`src/rtl/dpfe_pkg.sv`:
```
// Shared constants and types for the downlink packet frequency extractor.
`timescale 1ns / 1ps
`default_nettype none

package dpfe_pkg;

	localparam int BYTE_W    = 8;
	localparam int GRP_W     = 4;
	localparam int CODE_W    = 12;
	localparam int POS_W     = 4;
	localparam int STORE_LEN = 10;   // packet bytes 0..9 are kept; 10 and 11 only feed the sums
	localparam int N_SLOTS   = 6;    // one sync slot followed by five channel slots
	localparam int N_CHAN    = 5;

	localparam logic [POS_W-1:0]  LAST_POS   = 4'd11;
	localparam logic [BYTE_W-1:0] TYPE_SYNC  = 8'h65;
	localparam logic [BYTE_W-1:0] TYPE_CHAN  = 8'h1C;
	localparam logic [BYTE_W-1:0] WRAP_LIMIT = 8'h40;
	localparam logic [CODE_W-1:0] WRAP_ADD   = 12'h100;
	localparam logic [GRP_W-1:0]  GRP_SYNC   = 4'h0;

	localparam logic KIND_SYNC = 1'b0;
	localparam logic KIND_CHAN = 1'b1;

	localparam int SLOT_SYNC = 0;

	// Results of one completed packet, drained one transaction at a time.
	typedef struct packed {
		logic [N_SLOTS-1:0]             mask;
		logic [GRP_W-1:0]               grp;
		logic [N_SLOTS-1:0][CODE_W-1:0] codes;
	} rec_t;

endpackage

`default_nettype wire

```
`src/rtl/dpfe_if.sv`:
```
// Channel interfaces for the frame byte stream and the frequency results.
`timescale 1ns / 1ps
`default_nettype none

interface dpfe_byte_if;
	import dpfe_pkg::*;

	logic              valid;
	logic              ready;
	logic [BYTE_W-1:0] frame_byte;
	logic              frame_start;

	modport source(output valid, output frame_byte, output frame_start, input ready);
	modport sink(input valid, input frame_byte, input frame_start, output ready);
endinterface

interface dpfe_res_if;
	import dpfe_pkg::*;

	logic              valid;
	logic              ready;
	logic              kind;
	logic [GRP_W-1:0]  group_number;
	logic [CODE_W-1:0] freq_code;
	logic              last;

	modport source(output valid, output kind, output group_number, output freq_code,
		output last, input ready);
	modport sink(input valid, input kind, input group_number, input freq_code,
		input last, output ready);
endinterface

`default_nettype wire

```
`src/rtl/dpfe_pkt.sv`:
```
// Packet assembly: byte input register, running checksums and result record build.
`timescale 1ns / 1ps
`default_nettype none

module dpfe_pkt (
	input  logic                         clk,
	input  logic                         arst_n,
	input  logic                         byte_valid,
	output logic                         byte_ready,
	input  logic [dpfe_pkg::BYTE_W-1:0]  frame_byte,
	input  logic                         frame_start,
	input  logic                         busy,
	output logic                         load,
	output dpfe_pkg::rec_t               rec
);
	import dpfe_pkg::*;

	logic              valid_s1;
	logic [BYTE_W-1:0] byte_s1;
	logic              start_s1;

	logic [POS_W-1:0]  pos_q;
	logic [BYTE_W-1:0] c0_q;
	logic [BYTE_W-1:0] c1_q;
	logic [BYTE_W-1:0] cur_q [STORE_LEN];

	logic              prev_present_q;
	logic [BYTE_W-1:0] prev_type_q;
	logic [BYTE_W-1:0] prev_b5_q;
	logic [BYTE_W-1:0] prev_c0_q;
	logic [BYTE_W-1:0] prev_c1_q;

	logic [POS_W-1:0]  pos_eff;
	logic              done;
	logic              stall;
	logic              fire;
	logic [BYTE_W-1:0] c0_n;
	logic [BYTE_W-1:0] c1_n;
	logic [BYTE_W-1:0] sum0_24;
	logic [BYTE_W-1:0] sum1_24;
	logic              sync_ok;
	logic              chan_ok;
	logic [63:0]       word_r;
	logic [CODE_W-1:0] sync_code;

	assign pos_eff    = start_s1 ? '0 : pos_q;
	assign done       = valid_s1 && (pos_eff == LAST_POS);
	// A completing byte waits while the previous packet's results are still draining.
	assign stall      = done && busy;
	assign fire       = valid_s1 && !stall;
	assign byte_ready = !stall;

	always_comb begin
		c0_n = ((pos_eff == '0) ? '0 : c0_q) + byte_s1;
		c1_n = ((pos_eff == '0) ? '0 : c1_q) + c0_n;
		// Sums over previous plus current packet: c1 gains twelve copies of the previous c0.
		sum0_24 = prev_c0_q + c0_n;
		sum1_24 = prev_c1_q + {prev_c0_q[4:0], 3'b000} + {prev_c0_q[5:0], 2'b00} + c1_n;
		sync_ok = prev_present_q && (prev_type_q == TYPE_SYNC) &&
			(sum0_24 == '0) && (sum1_24 == '0);
		chan_ok = (cur_q[0] == TYPE_CHAN) && (c0_n == '0) && (c1_n == '0);

		sync_code = {4'b0000, prev_b5_q};
		if (prev_b5_q <= WRAP_LIMIT) begin
			sync_code = sync_code | WRAP_ADD;
		end

		word_r = {cur_q[9], cur_q[8], cur_q[7], cur_q[6],
			cur_q[5], cur_q[4], cur_q[3], cur_q[2]};

		rec.grp                = cur_q[1][GRP_W-1:0];
		rec.codes[SLOT_SYNC]   = sync_code;
		rec.mask[SLOT_SYNC]    = sync_ok;
		for (int i = 0; i < N_CHAN; i++) begin
			rec.codes[i + 1] = word_r[59 - 12 * i -: CODE_W];
			rec.mask[i + 1]  = chan_ok && (word_r[59 - 12 * i -: CODE_W] != '0);
		end
	end

	assign load = fire && done;

	always_ff @(posedge clk or negedge arst_n) begin
		if (!arst_n) begin
			valid_s1       <= 1'b0;
			pos_q          <= '0;
			prev_present_q <= 1'b0;
		end else begin
			if (byte_valid && byte_ready) begin
				valid_s1 <= 1'b1;
			end else if (fire) begin
				valid_s1 <= 1'b0;
			end
			if (fire) begin
				pos_q <= done ? '0 : pos_eff + 1'b1;
			end
			if (load) begin
				prev_present_q <= 1'b1;
			end
		end
	end

	always_ff @(posedge clk) begin
		if (byte_valid && byte_ready) begin
			byte_s1  <= frame_byte;
			start_s1 <= frame_start;
		end
		if (fire) begin
			c0_q <= c0_n;
			c1_q <= c1_n;
			for (int i = 0; i < STORE_LEN; i++) begin
				if (pos_eff == POS_W'(i)) begin
					cur_q[i] <= byte_s1;
				end
			end
		end
		if (load) begin
			prev_type_q <= cur_q[0];
			prev_b5_q   <= cur_q[5];
			prev_c0_q   <= c0_n;
			prev_c1_q   <= c1_n;
		end
	end

	a_pos_range: assert property (@(posedge clk) disable iff (!arst_n)
		pos_q <= LAST_POS)
		else $error("packet byte position out of range");

	a_done_wraps: assert property (@(posedge clk) disable iff (!arst_n)
		load |=> (pos_q == '0) && prev_present_q)
		else $error("completed packet did not restart the byte position");

	a_stall_busy: assert property (@(posedge clk) disable iff (!arst_n)
		!byte_ready |-> busy && valid_s1)
		else $error("input stalled without pending results");

endmodule

`default_nettype wire

```
`src/rtl/dpfe_drain.sv`:
```
// Result record holder and output register: one frequency transaction per cycle while res_ready is high.
`timescale 1ns / 1ps
`default_nettype none

module dpfe_drain (
	input  logic                         clk,
	input  logic                         arst_n,
	input  logic                         load,
	input  dpfe_pkg::rec_t               rec,
	output logic                         busy,
	output logic                         res_valid,
	input  logic                         res_ready,
	output logic                         kind,
	output logic [dpfe_pkg::GRP_W-1:0]   group_number,
	output logic [dpfe_pkg::CODE_W-1:0]  freq_code,
	output logic                         last
);
	import dpfe_pkg::*;

	logic [N_SLOTS-1:0]             mask_q;
	logic [GRP_W-1:0]               grp_q;
	logic [N_SLOTS-1:0][CODE_W-1:0] codes_q;

	logic              out_valid_q;
	logic              kind_q;
	logic [GRP_W-1:0]  grp_out_q;
	logic [CODE_W-1:0] code_out_q;
	logic              last_q;

	logic [N_SLOTS-1:0] sel;
	logic [N_SLOTS-1:0] rest;
	logic [CODE_W-1:0]  sel_code;
	logic               sel_sync;
	logic               take;

	assign busy = |mask_q;
	assign take = busy && (!out_valid_q || res_ready);

	// Lowest pending slot goes first: the sync result precedes the channel list.
	always_comb begin
		sel      = '0;
		sel_code = codes_q[SLOT_SYNC];
		for (int i = N_SLOTS - 1; i >= 0; i--) begin
			if (mask_q[i]) begin
				sel      = '0;
				sel[i]   = 1'b1;
				sel_code = codes_q[i];
			end
		end
		sel_sync = sel[SLOT_SYNC];
		rest     = mask_q & ~sel;
	end

	always_ff @(posedge clk or negedge arst_n) begin
		if (!arst_n) begin
			mask_q      <= '0;
			out_valid_q <= 1'b0;
		end else begin
			if (load) begin
				mask_q <= rec.mask;
			end else if (take) begin
				mask_q <= rest;
			end
			if (take) begin
				out_valid_q <= 1'b1;
			end else if (res_ready) begin
				out_valid_q <= 1'b0;
			end
		end
	end

	always_ff @(posedge clk) begin
		if (load) begin
			grp_q   <= rec.grp;
			codes_q <= rec.codes;
		end
		if (take) begin
			kind_q     <= sel_sync ? KIND_SYNC : KIND_CHAN;
			grp_out_q  <= sel_sync ? GRP_SYNC : grp_q;
			code_out_q <= sel_code;
			last_q     <= (rest == '0);
		end
	end

	assign res_valid    = out_valid_q;
	assign kind         = kind_q;
	assign group_number = grp_out_q;
	assign freq_code    = code_out_q;
	assign last         = last_q;

	a_load_empty: assert property (@(posedge clk) disable iff (!arst_n)
		load |-> !busy)
		else $error("new result record overwrote pending results");

	a_no_new_bits: assert property (@(posedge clk) disable iff (!arst_n)
		!load |=> (mask_q & ~$past(mask_q)) == '0)
		else $error("pending result mask gained bits without a load");

	a_out_fill: assert property (@(posedge clk) disable iff (!arst_n)
		!out_valid_q && busy |=> out_valid_q)
		else $error("output register stayed empty with results pending");

endmodule

`default_nettype wire

```
`src/rtl/downlink_packet_freq_extractor_top.sv`:
```
// Top level of the downlink packet frequency extractor.
//
//  Channel   Dir   Payload                                      Transaction
//  frames    in    frame_byte[7:0], frame_start                 one frame byte
//  results   out   kind, group_number[3:0], freq_code[11:0],    one frequency code
//                  last
//
// One frame byte is accepted per cycle unless the input stalls. A byte is held in an input
// register, where it updates the packet position and the running checksums; the
// twelfth byte of a packet also builds a record of up to six results. Those leave
// through the output register one transaction per cycle while the results channel is ready.
// The record enters the holder when the completing byte leaves the input register.
// Reset clears the byte position, the previous-packet flag and all valid state.
// The input stalls only when a packet completes while the previous packet's results
// are still waiting on the results channel.
`timescale 1ns / 1ps
`default_nettype none

module downlink_packet_freq_extractor_top (
	input  logic          clk,
	input  logic          arst_n,
	dpfe_byte_if.sink     frames,
	dpfe_res_if.source    results
);
	import dpfe_pkg::*;

	// Record handoff between packet assembly and the result drain.
	rec_t rec;
	logic load;
	logic busy;

	// Packet assembly checks a sync packet over itself and the packet that follows it,
	// so a sync result is released together with the next packet's channel results.
	dpfe_pkt u_pkt (
		.clk         (clk),
		.arst_n      (arst_n),
		.byte_valid  (frames.valid),
		.byte_ready  (frames.ready),
		.frame_byte  (frames.frame_byte),
		.frame_start (frames.frame_start),
		.busy        (busy),
		.load        (load),
		.rec         (rec)
	);

	// The drain emits the sync result first, then nonzero channel codes in order,
	// and marks the final transaction of each record with last.
	dpfe_drain u_drain (
		.clk          (clk),
		.arst_n       (arst_n),
		.load         (load),
		.rec          (rec),
		.busy         (busy),
		.res_valid    (results.valid),
		.res_ready    (results.ready),
		.kind         (results.kind),
		.group_number (results.group_number),
		.freq_code    (results.freq_code),
		.last         (results.last)
	);

endmodule

`default_nettype wire
```
`src/flat_wrapper.sv`:
```
// flat-port wrapper written by rule: the top's interface ports become plain ports
module downlink_packet_freq_extractor_top_flat import dpfe_pkg::*;
  (clk, arst_n, frames_valid, frames_frame_byte, frames_frame_start, frames_ready, results_valid, results_kind, results_group_number, results_freq_code, results_last, results_ready);
  dpfe_byte_if frames_i ();
  dpfe_res_if results_i ();
  input  logic clk;
  input  logic arst_n;
  input wire logic [$bits(frames_i.valid)-1:0] frames_valid;
  input wire logic [$bits(frames_i.frame_byte)-1:0] frames_frame_byte;
  input wire logic [$bits(frames_i.frame_start)-1:0] frames_frame_start;
  output wire logic [$bits(frames_i.ready)-1:0] frames_ready;
  output wire logic [$bits(results_i.valid)-1:0] results_valid;
  output wire logic [$bits(results_i.kind)-1:0] results_kind;
  output wire logic [$bits(results_i.group_number)-1:0] results_group_number;
  output wire logic [$bits(results_i.freq_code)-1:0] results_freq_code;
  output wire logic [$bits(results_i.last)-1:0] results_last;
  input wire logic [$bits(results_i.ready)-1:0] results_ready;
  assign frames_i.valid = frames_valid;
  assign frames_i.frame_byte = frames_frame_byte;
  assign frames_i.frame_start = frames_frame_start;
  assign frames_ready = frames_i.ready;
  assign results_valid = results_i.valid;
  assign results_kind = results_i.kind;
  assign results_group_number = results_i.group_number;
  assign results_freq_code = results_i.freq_code;
  assign results_last = results_i.last;
  assign results_i.ready = results_ready;
  downlink_packet_freq_extractor_top u_core (.clk(clk), .arst_n(arst_n), .frames(frames_i), .results(results_i));
endmodule
```
`config.mk`:
```
export PLATFORM = sky130hd
export DESIGN_NAME = downlink_packet_freq_extractor_top_flat
export DESIGN_NICKNAME = d
export VERILOG_FILES = /design/src/rtl/dpfe_pkg.sv /design/src/rtl/dpfe_if.sv /design/src/rtl/dpfe_pkt.sv /design/src/rtl/dpfe_drain.sv /design/src/rtl/downlink_packet_freq_extractor_top.sv /design/src/flat_wrapper.sv
export SDC_FILE = /design/constraint.sdc
export NUM_CORES = 1
export LEC_CHECK = 0
export BUFFER_PORTS_ARGS = -buffer_cell sky130_fd_sc_hd__buf_2
export CAP_MARGIN = 40
export CORE_MARGIN = 4
export CORE_UTILIZATION = 53
export DETAILED_ROUTE_END_ITERATION = 10
export PLACE_DENSITY = 0.7
export SYNTH_ARGS = -nofsm -noshare
export SYNTH_HDL_FRONTEND = slang
export SYNTH_SLANG_ARGS = --single-unit
```
`constraint.sdc`:
```
create_clock -name clk -period 14.9 [get_ports clk]
set_input_delay 2.98 -clock clk [delete_from_list [all_inputs] [get_ports clk]]
set_output_delay 2.98 -clock clk [all_outputs]
set_load 0.05 [all_outputs]
```
* Word-level counts from Yosys, hierarchy flattened
Memory sizes are Yosys's and may differ from the RTL's. A register that Yosys moved wholly into a read port is not among the register bits.
Cells that the tools add are included.
** Storage, ports and cells
- Memories :: 1
- Memory bits (writable) :: 80
- Output and inout port bits :: 20
- Bits in read-only memories :: 0
- Word-level logic and storage cells :: 170
- Latch bits :: 0
- Register bits :: 160
** Memories
- u_core.u_pkt.cur_q :: depth 10, width 8, rd ports 10, clocked after Yosys merged registers in 1, wr ports 1, line dpfe_pkt.sv:25 : logic [BYTE_W-1:0] cur_q [STORE_LEN];
** Cells by class
- Bitwise operators :: 2
- Mux-type cells :: 81
- Shift operators :: 0
- Order comparisons :: 1
- Div/mod/pow operators :: 0
- Reduce and logical (&&, ||, !) cells :: 43
- $add $sub $neg :: 7
- Equality and inequality tests :: 12
- $mul :: 0
** Operator list (count)
- $mux 8 :: 11
- $mux 12 :: 6
- $reduce_or 8->1 :: 9
- $reduce_bool 12->1 :: 5
- $add 8x8->8 :: 6
- $mux 6 :: 8
- $mux 1 :: 44
- $mux 4 :: 11
- $logic_not 8->1 :: 4
- $eq 4x3->1 const B :: 4
- $logic_and 1x1->1 :: 16
- $eq 4x4->1 const B :: 3
- $mux 9 :: 1
- $eq 4x2->1 const B :: 2
- $eq 8x5->1 const B :: 1
- $eq 8x7->1 const B :: 1
- $le 8x7->1 const B :: 1
- $and 6x6->6 :: 1
- $logic_not 6->1 :: 1
- $not 6->6 :: 1
- $reduce_bool 2->1 :: 3
- $reduce_or 6->1 :: 1
- $add 4x1->4 const B :: 1
- $eq 4x1->1 const B :: 1
- 3 further kinds :: 4

* Depth between registers and ports, before layout
Gate-level depths: netlist (run 1).
- Depth after elaboration :: 18
- Mapped depth :: 24
- Mapped depth without buffers :: 24

* By module
Synthesis (run 1) repeated with hierarchy kept, for this count alone.
** Second synthesis, totals
- Cell total of the unflattened synthesis :: 639
- Area total of the unflattened synthesis :: 10154.7 um^2
** By module, submodules not included
- dpfe_pkt :: times used 1, cells an instance 409, area an instance 6207.2 um^2, seq. area each 4023.9 um^2
- dpfe_drain :: times used 1, cells an instance 230, area an instance 3947.5 um^2, seq. area each 2997.9 um^2

* Worst setup path after synthesis (run 1)
OpenSTA, ideal clock, no wires.
- Path kind :: reg-to-reg
- From :: register u_core.u_pkt.start_s1
- To :: register u_core.u_drain.mask_q[0]
- Slack :: 9.300 ns
- Clock period less this slack :: 5.600 ns
- Cell stages (with the launch flop) :: 22
- Arrival :: 5.505 ns
- Cell sequence :: edfxtp_1 -> nor2b_1 -> inv_1 -> ha_1 -> nand2_1 -> and2_1 -> ha_1 -> inv_1 -> fa_1 -> xnor2_1 -> ha_1 -> a21oi_1 -> nand2_1 -> xor2_1 -> xor2_1 -> fa_1 -> fa_1 -> or4b_2 -> nor4_1 -> nand4_1 -> nand4bb_1 -> o31ai_1
** Between the ends
- Word-level cells in the longest chain between the ends :: 9
- Elaborated cells on any way between the ends :: 20
- Those cells by class :: 4 x add/sub; 1 x eq/ne; 4 x mux; 11 x reduce/logical
** RTL lines
- start: declaration :: line dpfe_pkt.sv:20 : logic start_s1;
- start signal: assignment :: line dpfe_pkt.sv:105 : start_s1 <= frame_start;
- $mux 4 :: line dpfe_pkt.sv:46 : assign pos_eff = start_s1 ? '0 : pos_q;
- $logic_not 4->1 :: line dpfe_pkt.sv:54 : c0_n = ((pos_eff == '0) ? '0 : c0_q) + byte_s1;
- $mux 8 :: line dpfe_pkt.sv:54
- $add 8x8->8 :: line dpfe_pkt.sv:54
- named net u_core.u_pkt.c0_n[2] :: line dpfe_pkt.sv:37 : logic [BYTE_W-1:0] c0_n;
- $add 8x8->8 :: line dpfe_pkt.sv:55 : c1_n = ((pos_eff == '0) ? '0 : c1_q) + c0_n;
- named net u_core.u_pkt.c1_n[3] :: line dpfe_pkt.sv:38 : logic [BYTE_W-1:0] c1_n;
- $add 8x8->8 :: line dpfe_pkt.sv:58 : sum1_24 = prev_c1_q + {prev_c0_q[4:0], 3'b000} + {prev_c0_q[5:0], 2'b00} + c1_n;
- $logic_not 8->1 :: line dpfe_pkt.sv:60 : (sum0_24 == '0) && (sum1_24 == '0);
- $logic_and 1x1->1 :: line dpfe_pkt.sv:60
- $mux 6 :: line dpfe_drain.sv:59 : if (load) begin
- end signal: assignment :: line dpfe_drain.sv:60 : mask_q <= rec.mask;
- end signal: assignment :: line dpfe_drain.sv:62 : mask_q <= rest;
- end: declaration :: line dpfe_drain.sv:20 : logic [N_SLOTS-1:0] mask_q;
The timed path passes the listed nets, and every way through them passes these cells.
A chain may end at the register's enable or synchronous reset.

* Worst setup path in the final report (run 1)
Ends and elaborated chain as after synthesis.

==> reports/metrics.yaml, run 1 <==
worst-endpoint-required_ps: 15300
busiest_layer: "met2"
multiInputGateArea_mm2: 0.00292
grt_pass1_wl_um: 32300
fin_nets: 765
cts-root-buf: "clkbuf_16"
cts-htree-levels: 1
power.density_mw_per_mm2: 160
antenna_cells: 0
fin_util: 0.612
final_max_slew_viol_count: 0
synthMostInstantiatedCell: "edfxtp_1"
yosys.area_share.simple: 0.0915
globalRouteTotalUtil: 0.205
start_util: 0.542
ir_drop_uv: 141
hold_violations: 0
drt_first_pass_iters: 5
final_layout_size_suffix_gt1_frac: 0.135
cts_tree: "yes"
p_leak_nw: 3.89
io_pins: 33
dpl_cell_area_mm2: 0.0102
worst_pin_slew_ps: 870
setup_tns_ps: 0
synth_top_family_by_area: "simple AND/OR/NAND/NOR gates"
drc_errors: 0
syn_inst: 666
synth_top_area_share: 0.649
grt_use_met3: 0.0364
min_path_type: "reg -> reg"
fmax_ghz: 0.145
num_rows: 49
routedWlPerCell_um: 21.2
synth_edf_count: 212
placed_cells: 912
drv_cap: 0
fin_cells: 957
synth-compound-area-share: 0.0895
status: "finished clean"
met2_usage: 0.369
fin_worst_skew_ps: 12.5
via_per_inst: 5.81
io_buffers: 32
hold_buffers: 0
die_area_mm2: 0.0207
synth_top_cell_by_area: "edfxtp_1"
die_h_um: 144
fillers: 1318
synth_nets: 721
grt_overflow: 0
synth_common_cells: "edfxtp_1, nand2_1, a21oi_1"
first_global_vias: 5901
numCtsBuffers: 24
ys_seq_area_frac: 0.683
cts-resized-gates: 0
fp.dieW_um: 144
grt_antenna_before_repair: 0
cts.path.max_buffers: 3
critPathLaunchType: "flip-flop"
ant_nets: 0
area_growth_syn_to_layout_pct: 13.0
postCtsSetupRepairBufs: 0
yosys_warnings: 0
routabilityCongestion: 0.934
p_total_w: 0.00177
avgSynthCellArea_um2: 14.7
seq_area_mm2: 0.00669
synth_fa_ha_area_frac: 0.0668
synth_cell_types: 77
synthTopCellsByArea: "edfxtp_1, ha_1, dfrtp_1"
critPathMaxFanout: 15
synthArstFlopShare: 0.0578
slew_headroom: 0.420
drt_iter0_drc: 380
finalCriticalPeriod_ps: 6900
met1_usage: 0.253
rsz0062_at_grt: "no"
clkTransAtPathRegs_ps: 70
fin_area_mm2: 0.0111
dp_hpwl_um: 14000
netlist_area_mm2: 0.00980
critPathKind: "reg -> reg"
wirelength_um: 20300
synth_ff_type: "edfxtp_1"
core_mm2: 0.0181
clk_latency_ps: 510
finalCritPeriodShare: 0.463
clock_sinks: 225
setup_violations: 0
synth_mux_area_frac: 0.0214
via_count: 5556
synth-xor-area-share: 0.0286
end_kind: "flip-flop"
critPathArrivalTime_ps: 7300
grt_max_degree: 74
ys_seq_elements: 225
==> critical path: stages (launching register included) <==
cell and delay, ps:
edfxtp_1 470, nor2b_1 290, inv_1 110, ha_1 280, nand2_1 380, and2_1 210
ha_1 190, inv_1 70, fa_1 420, xnor2_1 370, ha_1 350, a21oi_1 150
nand2_1 180, xor2_1 340, xor2_1 270, fa_1 510, fa_1 510, or4b_2 650
nor4_1 350, nand4_1 190, nand4bb_1 210, o31ai_1 270
==> per-layer routing <==
layer | vias to the layer above | routed length [um]
li1 | 2619 | -
met1 | 2788 | 8170
met2 | 115 | 10700
met3 | 34 | 961
met4 | 0 | 492
met5 | - | 0
==> logic make-up (layout without fill, tap and decap cells) <==
family / count (synthesis) / count (layout)
AOI/OAI and AO/OA: 134 / 134
xor gates and xnor gates: 28 / 28
adders and majority gates: 45 / 45
buffers and inverters: 47 / 109
DFF: 225 / 225
muxes: 21 / 21
and+or+nand+nor: 166 / 166
==> layout make-up <==
type / instances / area share
Inverter: 28 / 0.00960
Clock inverter: 13 / 0.0150
Sequential cell: 225 / 0.604
Tap cell: 229 / 0.0259
Timing Repair Buffer: 37 / 0.0218
Multi-Input combinational cell: 394 / 0.264
Clock buffer: 31 / 0.0594
==> path summary, 6_finish.rpt <==
| path | from | slack (ps) | cells after the start | to |
|---|---|---|---|---|
| max | u_core.u_pkt.start_s1$_DFFE_PP_ | 8000 | 21 | u_core.u_drain.mask_q[0]$_DFFE_PN0P_ |
| min | u_core.u_pkt.cur_q[1][3]$_DFFE_PP_ | 430 | 0 | u_core.u_drain.grp_q[3]$_DFFE_PP_ |
| max reg2reg | u_core.u_pkt.start_s1$_DFFE_PP_ | 8000 | 21 | u_core.u_drain.mask_q[0]$_DFFE_PN0P_ |
| min reg2reg | u_core.u_pkt.cur_q[1][3]$_DFFE_PP_ | 430 | 0 | u_core.u_drain.grp_q[3]$_DFFE_PP_ |
| max in group asynchronous | arst_n | 12230 | 1 | u_core.u_drain.mask_q[3]$_DFFE_PN0P_ |
| min in group asynchronous | arst_n | 2390 | 1 | u_core.u_drain.mask_q[0]$_DFFE_PN0P_ |
==> report_power, final <==
part	switching (W)	internal [W]	leakage [nW]	total [W]
registers	0.0000204	0.000738	2.10	0.000758
logic	0.000246	0.000165	1.40	0.000410
clock network	0.000239	0.000367	0.386	0.000606
total	0.000505	0.00127	3.89	0.00177
==> sequential cells by signal, indices dropped and copies added (netlist names), 4 cells and up <==
signal and flops:
u_core.u_drain.freq_code 12, u_core.u_drain.codes_q 69, u_core.u_drain.grp_q 4, u_core.u_pkt.c0_q 8, u_core.u_drain.mask_q 6, u_core.u_pkt.cur_q 72
u_core.u_pkt.prev_type_q 8, u_core.u_pkt.prev_c1_q 8, u_core.u_pkt.pos_q 4, u_core.u_drain.group_number 4, u_core.u_pkt.byte_s1 8, u_core.u_pkt.c1_q 8
u_core.u_pkt.prev_c0_q 8
==> metrics by stage <==
step	hold WS (ps)	setup WS [ps]
6_report	427	8000
5_1_grt	422	7510
4_1_cts	421	8070
3_5_place_dp	406	8080
3_3_place_gp	415	8580
2_1_floorplan	400	9300
==> layout by cell type (no fill, tap or decap), types with 3 or more instances in the layout <==
| cell | instances |
|---|---|
| edfxtp_1 | 212 |
| nand2_1 | 46 |
| a21oi_1 | 39 |
| nor2_1 | 33 |
| buf_2 | 32 |
| o21ai_0 | 29 |
| ha_1 | 29 |
| inv_1 | 26 |
| clkbuf_16 | 25 |
| mux2i_1 | 21 |
| and2_1 | 18 |
| nor4_1 | 17 |
| xnor2_1 | 16 |
| fa_1 | 13 |
| dfrtp_1 | 13 |
| a21o_1 | 12 |
| xor2_1 | 9 |
| nor2b_1 | 8 |
| and3_1 | 7 |
| o21ai_1 | 6 |
| o31ai_1 | 6 |
| nand3_1 | 5 |
| a31oi_1 | 5 |
| clkbuf_1 | 5 |
| a211oi_1 | 4 |
| nand4_1 | 4 |
| clkinvlp_4 | 4 |
| o21a_1 | 3 |
| or2_2 | 3 |
| o32ai_1 | 3 |
| clkinv_1 | 3 |
| nand2b_1 | 3 |
| bufinv_16 | 3 |
No activity file was read; power rests on OpenSTA's default activity.
==> inputs of run 2 (changes only) <==
--- a/config.mk
+++ b/config.mk
@@ -5,12 +5,13 @@
 export SDC_FILE = /design/constraint.sdc
 export NUM_CORES = 1
 export LEC_CHECK = 0
+export ABC_AREA = 1
 export BUFFER_PORTS_ARGS = -buffer_cell sky130_fd_sc_hd__buf_2
 export CAP_MARGIN = 40
 export CORE_MARGIN = 4
 export CORE_UTILIZATION = 53
 export DETAILED_ROUTE_END_ITERATION = 10
-export PLACE_DENSITY = 0.7
+export PLACE_DENSITY = 0.72
 export SYNTH_ARGS = -nofsm -noshare
 export SYNTH_HDL_FRONTEND = slang
 export SYNTH_SLANG_ARGS = --single-unit
==> constraint.sdc (replaced) <==
create_clock -name clk -period 5.92 [get_ports clk]
set_input_delay 1.184 -clock clk [delete_from_list [all_inputs] [get_ports clk]]
set_output_delay 1.184 -clock clk [all_outputs]
set_load 0.05 [all_outputs]
==> reports/metrics.yaml, run 2 <==
status: "finished clean"
globalRouteTotalUtil: 0.196  # -0.00900
fillers: 1340  # +1.7%
avgSynthCellArea_um2: 12.4  # -15%
finalCritPeriodShare: 0.927  # +0.464
cts.path.max_buffers: 3  # unchanged
ant_nets: 0  # unchanged
synth_common_cells: "edfxtp_1, nand2_1, inv_1"
grt_overflow: 0  # unchanged
numCtsBuffers: 23  # -4.2%
io_pins: 33  # unchanged
grt_pass1_wl_um: 32500  # +0.75%
synth_top_family_by_area: "simple AND/OR/NAND/NOR gates"
slew_headroom: 0.471  # +0.0510
p_sw_frac: 0.328  # +0.0439
rr_worst_depth: 36  # +71%
synth_fa_ha_area_frac: 0.0626  # -0.00419
synth_top_cell_by_area: "edfxtp_1"
dp_hpwl_um: 14800  # +6.0%
via_count: 6026  # +8.5%
drt_first_pass_iters: 5  # unchanged
fmax_ghz: 0.182  # +26%
yosys_warnings: 0  # unchanged
p_total_w: 0.00465  # +160%
yosys.area_share.simple: 0.156  # +0.0640
critPathMaxFanout: 10  # -5
syn_inst: 800  # +20%
critPathLaunchType: "flip-flop"
final_layout_size_suffix_gt1_frac: 0.157  # +0.0220
routedWlPerCell_um: 18.6  # -12%
grt_antenna_before_repair: 0  # unchanged
multiInputGateArea_mm2: 0.00280  # -4.4%
routabilityCongestion: 0.819  # -12%
worst_pin_slew_ps: 793  # -77.4 ps
critPathSlowestCell: "fa_1"
layout_common_cells: "edfxtp_1, nand2_1, inv_1, nor2_1, nand3_1"
fp.dieW_um: 145  # +0.75%
core_mm2: 0.0182  # +0.68%
synth_cell_types: 44  # -43%
synth-compound-area-share: 0.0526  # -0.0368
final_max_slew_viol_count: 0  # unchanged
power.density_mw_per_mm2: 416  # +160%
first_global_vias: 5918  # +0.29%
via_per_inst: 5.46  # -6.0%
hold_violations: 0  # unchanged
setup_tns_ps: 0  # unchanged
drv_cap: 0  # unchanged
rsz0062_at_grt: "no"
seq_power_share: 0.424  # -0.003
min_path_type: "reg -> reg"
die_area_mm2: 0.0210  # +1.5%
cts-root-buf: "clkbuf_16"
cp_common_cell: "nand2_1"
critPathKind: "reg -> reg"
worst-endpoint-required_ps: 6360  # -8940 ps
io_buffers: 32  # unchanged
clkTransAtPathRegs_ps: 60  # about the same
antenna_cells: 0  # unchanged
synth_edf_count: 212  # unchanged
drt_iter0_drc: 422  # +11%
synthMostInstantiatedCell: "edfxtp_1"
wirelength_um: 20500  # +0.97%
synthTopCellsByArea: "edfxtp_1, nand2_1, inv_1"
die_h_um: 145  # +0.75%
clk_latency_ps: 510  # about the same
ys_seq_elements: 225  # unchanged
p_switching_w: 0.00153  # +200%
drc_errors: 0  # unchanged
area_growth_syn_to_layout_pct: 12.1
finalCriticalPeriod_ps: 5490  # -1410 ps
seq_area_mm2: 0.00669  # unchanged
cts_tree: "yes"
max_stage_delay_ps: 540  # -110 ps
synth_mux_area_frac: 0  # -0.0214
p_clk_frac: 0.288  # -0.053
start_util: 0.547  # +0.00494
synth_ff_type: "edfxtp_1"
num_rows: 49  # unchanged
final_common_cell: "edfxtp_1"
hold_buffers: 0  # unchanged
setup_violations: 0  # unchanged
ir_drop_uv: 267  # +90%
grt_max_degree: 44  # -41%
cts-htree-levels: 1  # unchanged
fin_nets: 915  # +20%
synth_top_area_share: 0.639  # -0.0102
p_comb_frac: 0.289  # +0.058
synthArstFlopShare: 0.0578  # unchanged
netlist_area_mm2: 0.00996  # +1.6%
worstHoldPathCells: 0  # unchanged
synth-xor-area-share: 0.00967  # -0.0189
ys_seq_area_frac: 0.672  # -0.0107
largest_reg_flops: 72  # unchanged
intPower_w: 0.00312  # +150%
critPathArrivalTime_ps: 5930  # -1370 ps
regMostFlops: "u_core.u_pkt.cur_q"
fin_worst_skew_ps: 13.9  # +1.41 ps
end_kind: "flip-flop"
clock_sinks: 225  # unchanged
p_leak_nw: 4.41  # +13%
synth_nets: 855  # +19%
run 2: changes by cell type after synthesis, sizes merged, moves of 9 or more:
cell,change
mux2i,-21
a21o,-12
nor2,+27
o211ai,+17
nand3,+43
o21ai,-17
nand2,+122
nor3,+9
inv,+83
and2,-20
a21oi,-16
run 2: what timing repair did:
item                                   CTS  global route
setup endpoints to repair                0             1
resized for setup                        0             2
endpoints found under the hold margin    0             0
buffers inserted                         0             1
run 2: logic make-up after synthesis:
| family | after synthesis |
|---|---|
| flip-flops | 225 |
| AO/OA/AOI/OAI | 81 |
| XOR/XNOR | 11 |
| buffers and inverters | 124 |
| adder cells (fa/ha/maj) | 42 |
| AND/OR/NAND/NOR | 317 |
run 2: final timing paths:
kind,from,end,slack [ps]
worst max-delay path,u_core.u_pkt.start_s1$_DFFE_PP_,u_core.u_drain.mask_q[0]$_DFFE_PN0P_,430
worst max register to register,u_core.u_pkt.start_s1$_DFFE_PP_,u_core.u_drain.mask_q[0]$_DFFE_PN0P_,430
worst min-delay path,u_core.u_pkt.cur_q[1][1]$_DFFE_PP_,u_core.u_drain.grp_q[1]$_DFFE_PP_,420
max in group asynchronous,arst_n,u_core.u_pkt.valid_s1$_DFFE_PN0P_,5020
min in group asynchronous,arst_n,u_core.u_drain.mask_q[3]$_DFFE_PN0P_,600
worst min register to register,u_core.u_pkt.cur_q[1][1]$_DFFE_PP_,u_core.u_drain.grp_q[1]$_DFFE_PP_,420
run 2: routing by layer:
layer	global-route usage	wire length, um
met4	0.0589	631
met5	0	0
met1	0.264	8570
met2	0.332	10100
met3	0.0309	1270
run 2: per-stage QoR:
| stage | util | setup slack, ps | hold slack, ps | area [um2] | std cells |
|---|---|---|---|---|---|
| after floorplan | - | 671 | 400 | 9960 | 800 |
| after global placement | 0.572 | 457 | 402 | 10400 | 1058 |
| after detailed placement | 0.574 | 272 | 405 | 10500 | 1063 |
| after global routing | 0.613 | 2.57 | 421 | 11200 | 1104 |
| after CTS | 0.612 | 261 | 419 | 11200 | 1103 |
| final | 0.613 | 430 | 419 | 11200 | 1104 |
run 2: power by group through the flow:
| stage | combinational, W | sequential, W | clock (W) |
|---|---|---|---|
| 6_report | 0.00134 | 0.00197 | 0.00134 |
| 5_1_grt | 0.00150 | 0.00198 | 0.00143 |
| 4_1_cts | 0.00134 | 0.00197 | 0.00136 |
| 3_5_place_dp | 0.00133 | 0.00200 | 0 |
| 3_3_place_gp | 0.00130 | 0.00200 | 0 |
| 2_1_floorplan | 0.000910 | 0.00209 | 0 |
run 2: cell type report:
| cell class | instances | area share |
|---|---|---|
| Clock inverter | 9 | 0.00684 |
| Inverter | 112 | 0.0377 |
| Multi-Input combinational cell | 451 | 0.250 |
| Sequential cell | 225 | 0.600 |
| Timing Repair Buffer | 47 | 0.0247 |
| Clock buffer | 31 | 0.0552 |
| Tap cell | 229 | 0.0257 |
run 2: worst max-delay path, delay by kind of cell (launching register included):
family                   cells  cell delay (ps)
buffers and inverters        7              610
flip-flops                   1              440
adder cells (fa/ha/maj)      7             2650
AND/OR/NAND/NOR             22             1710
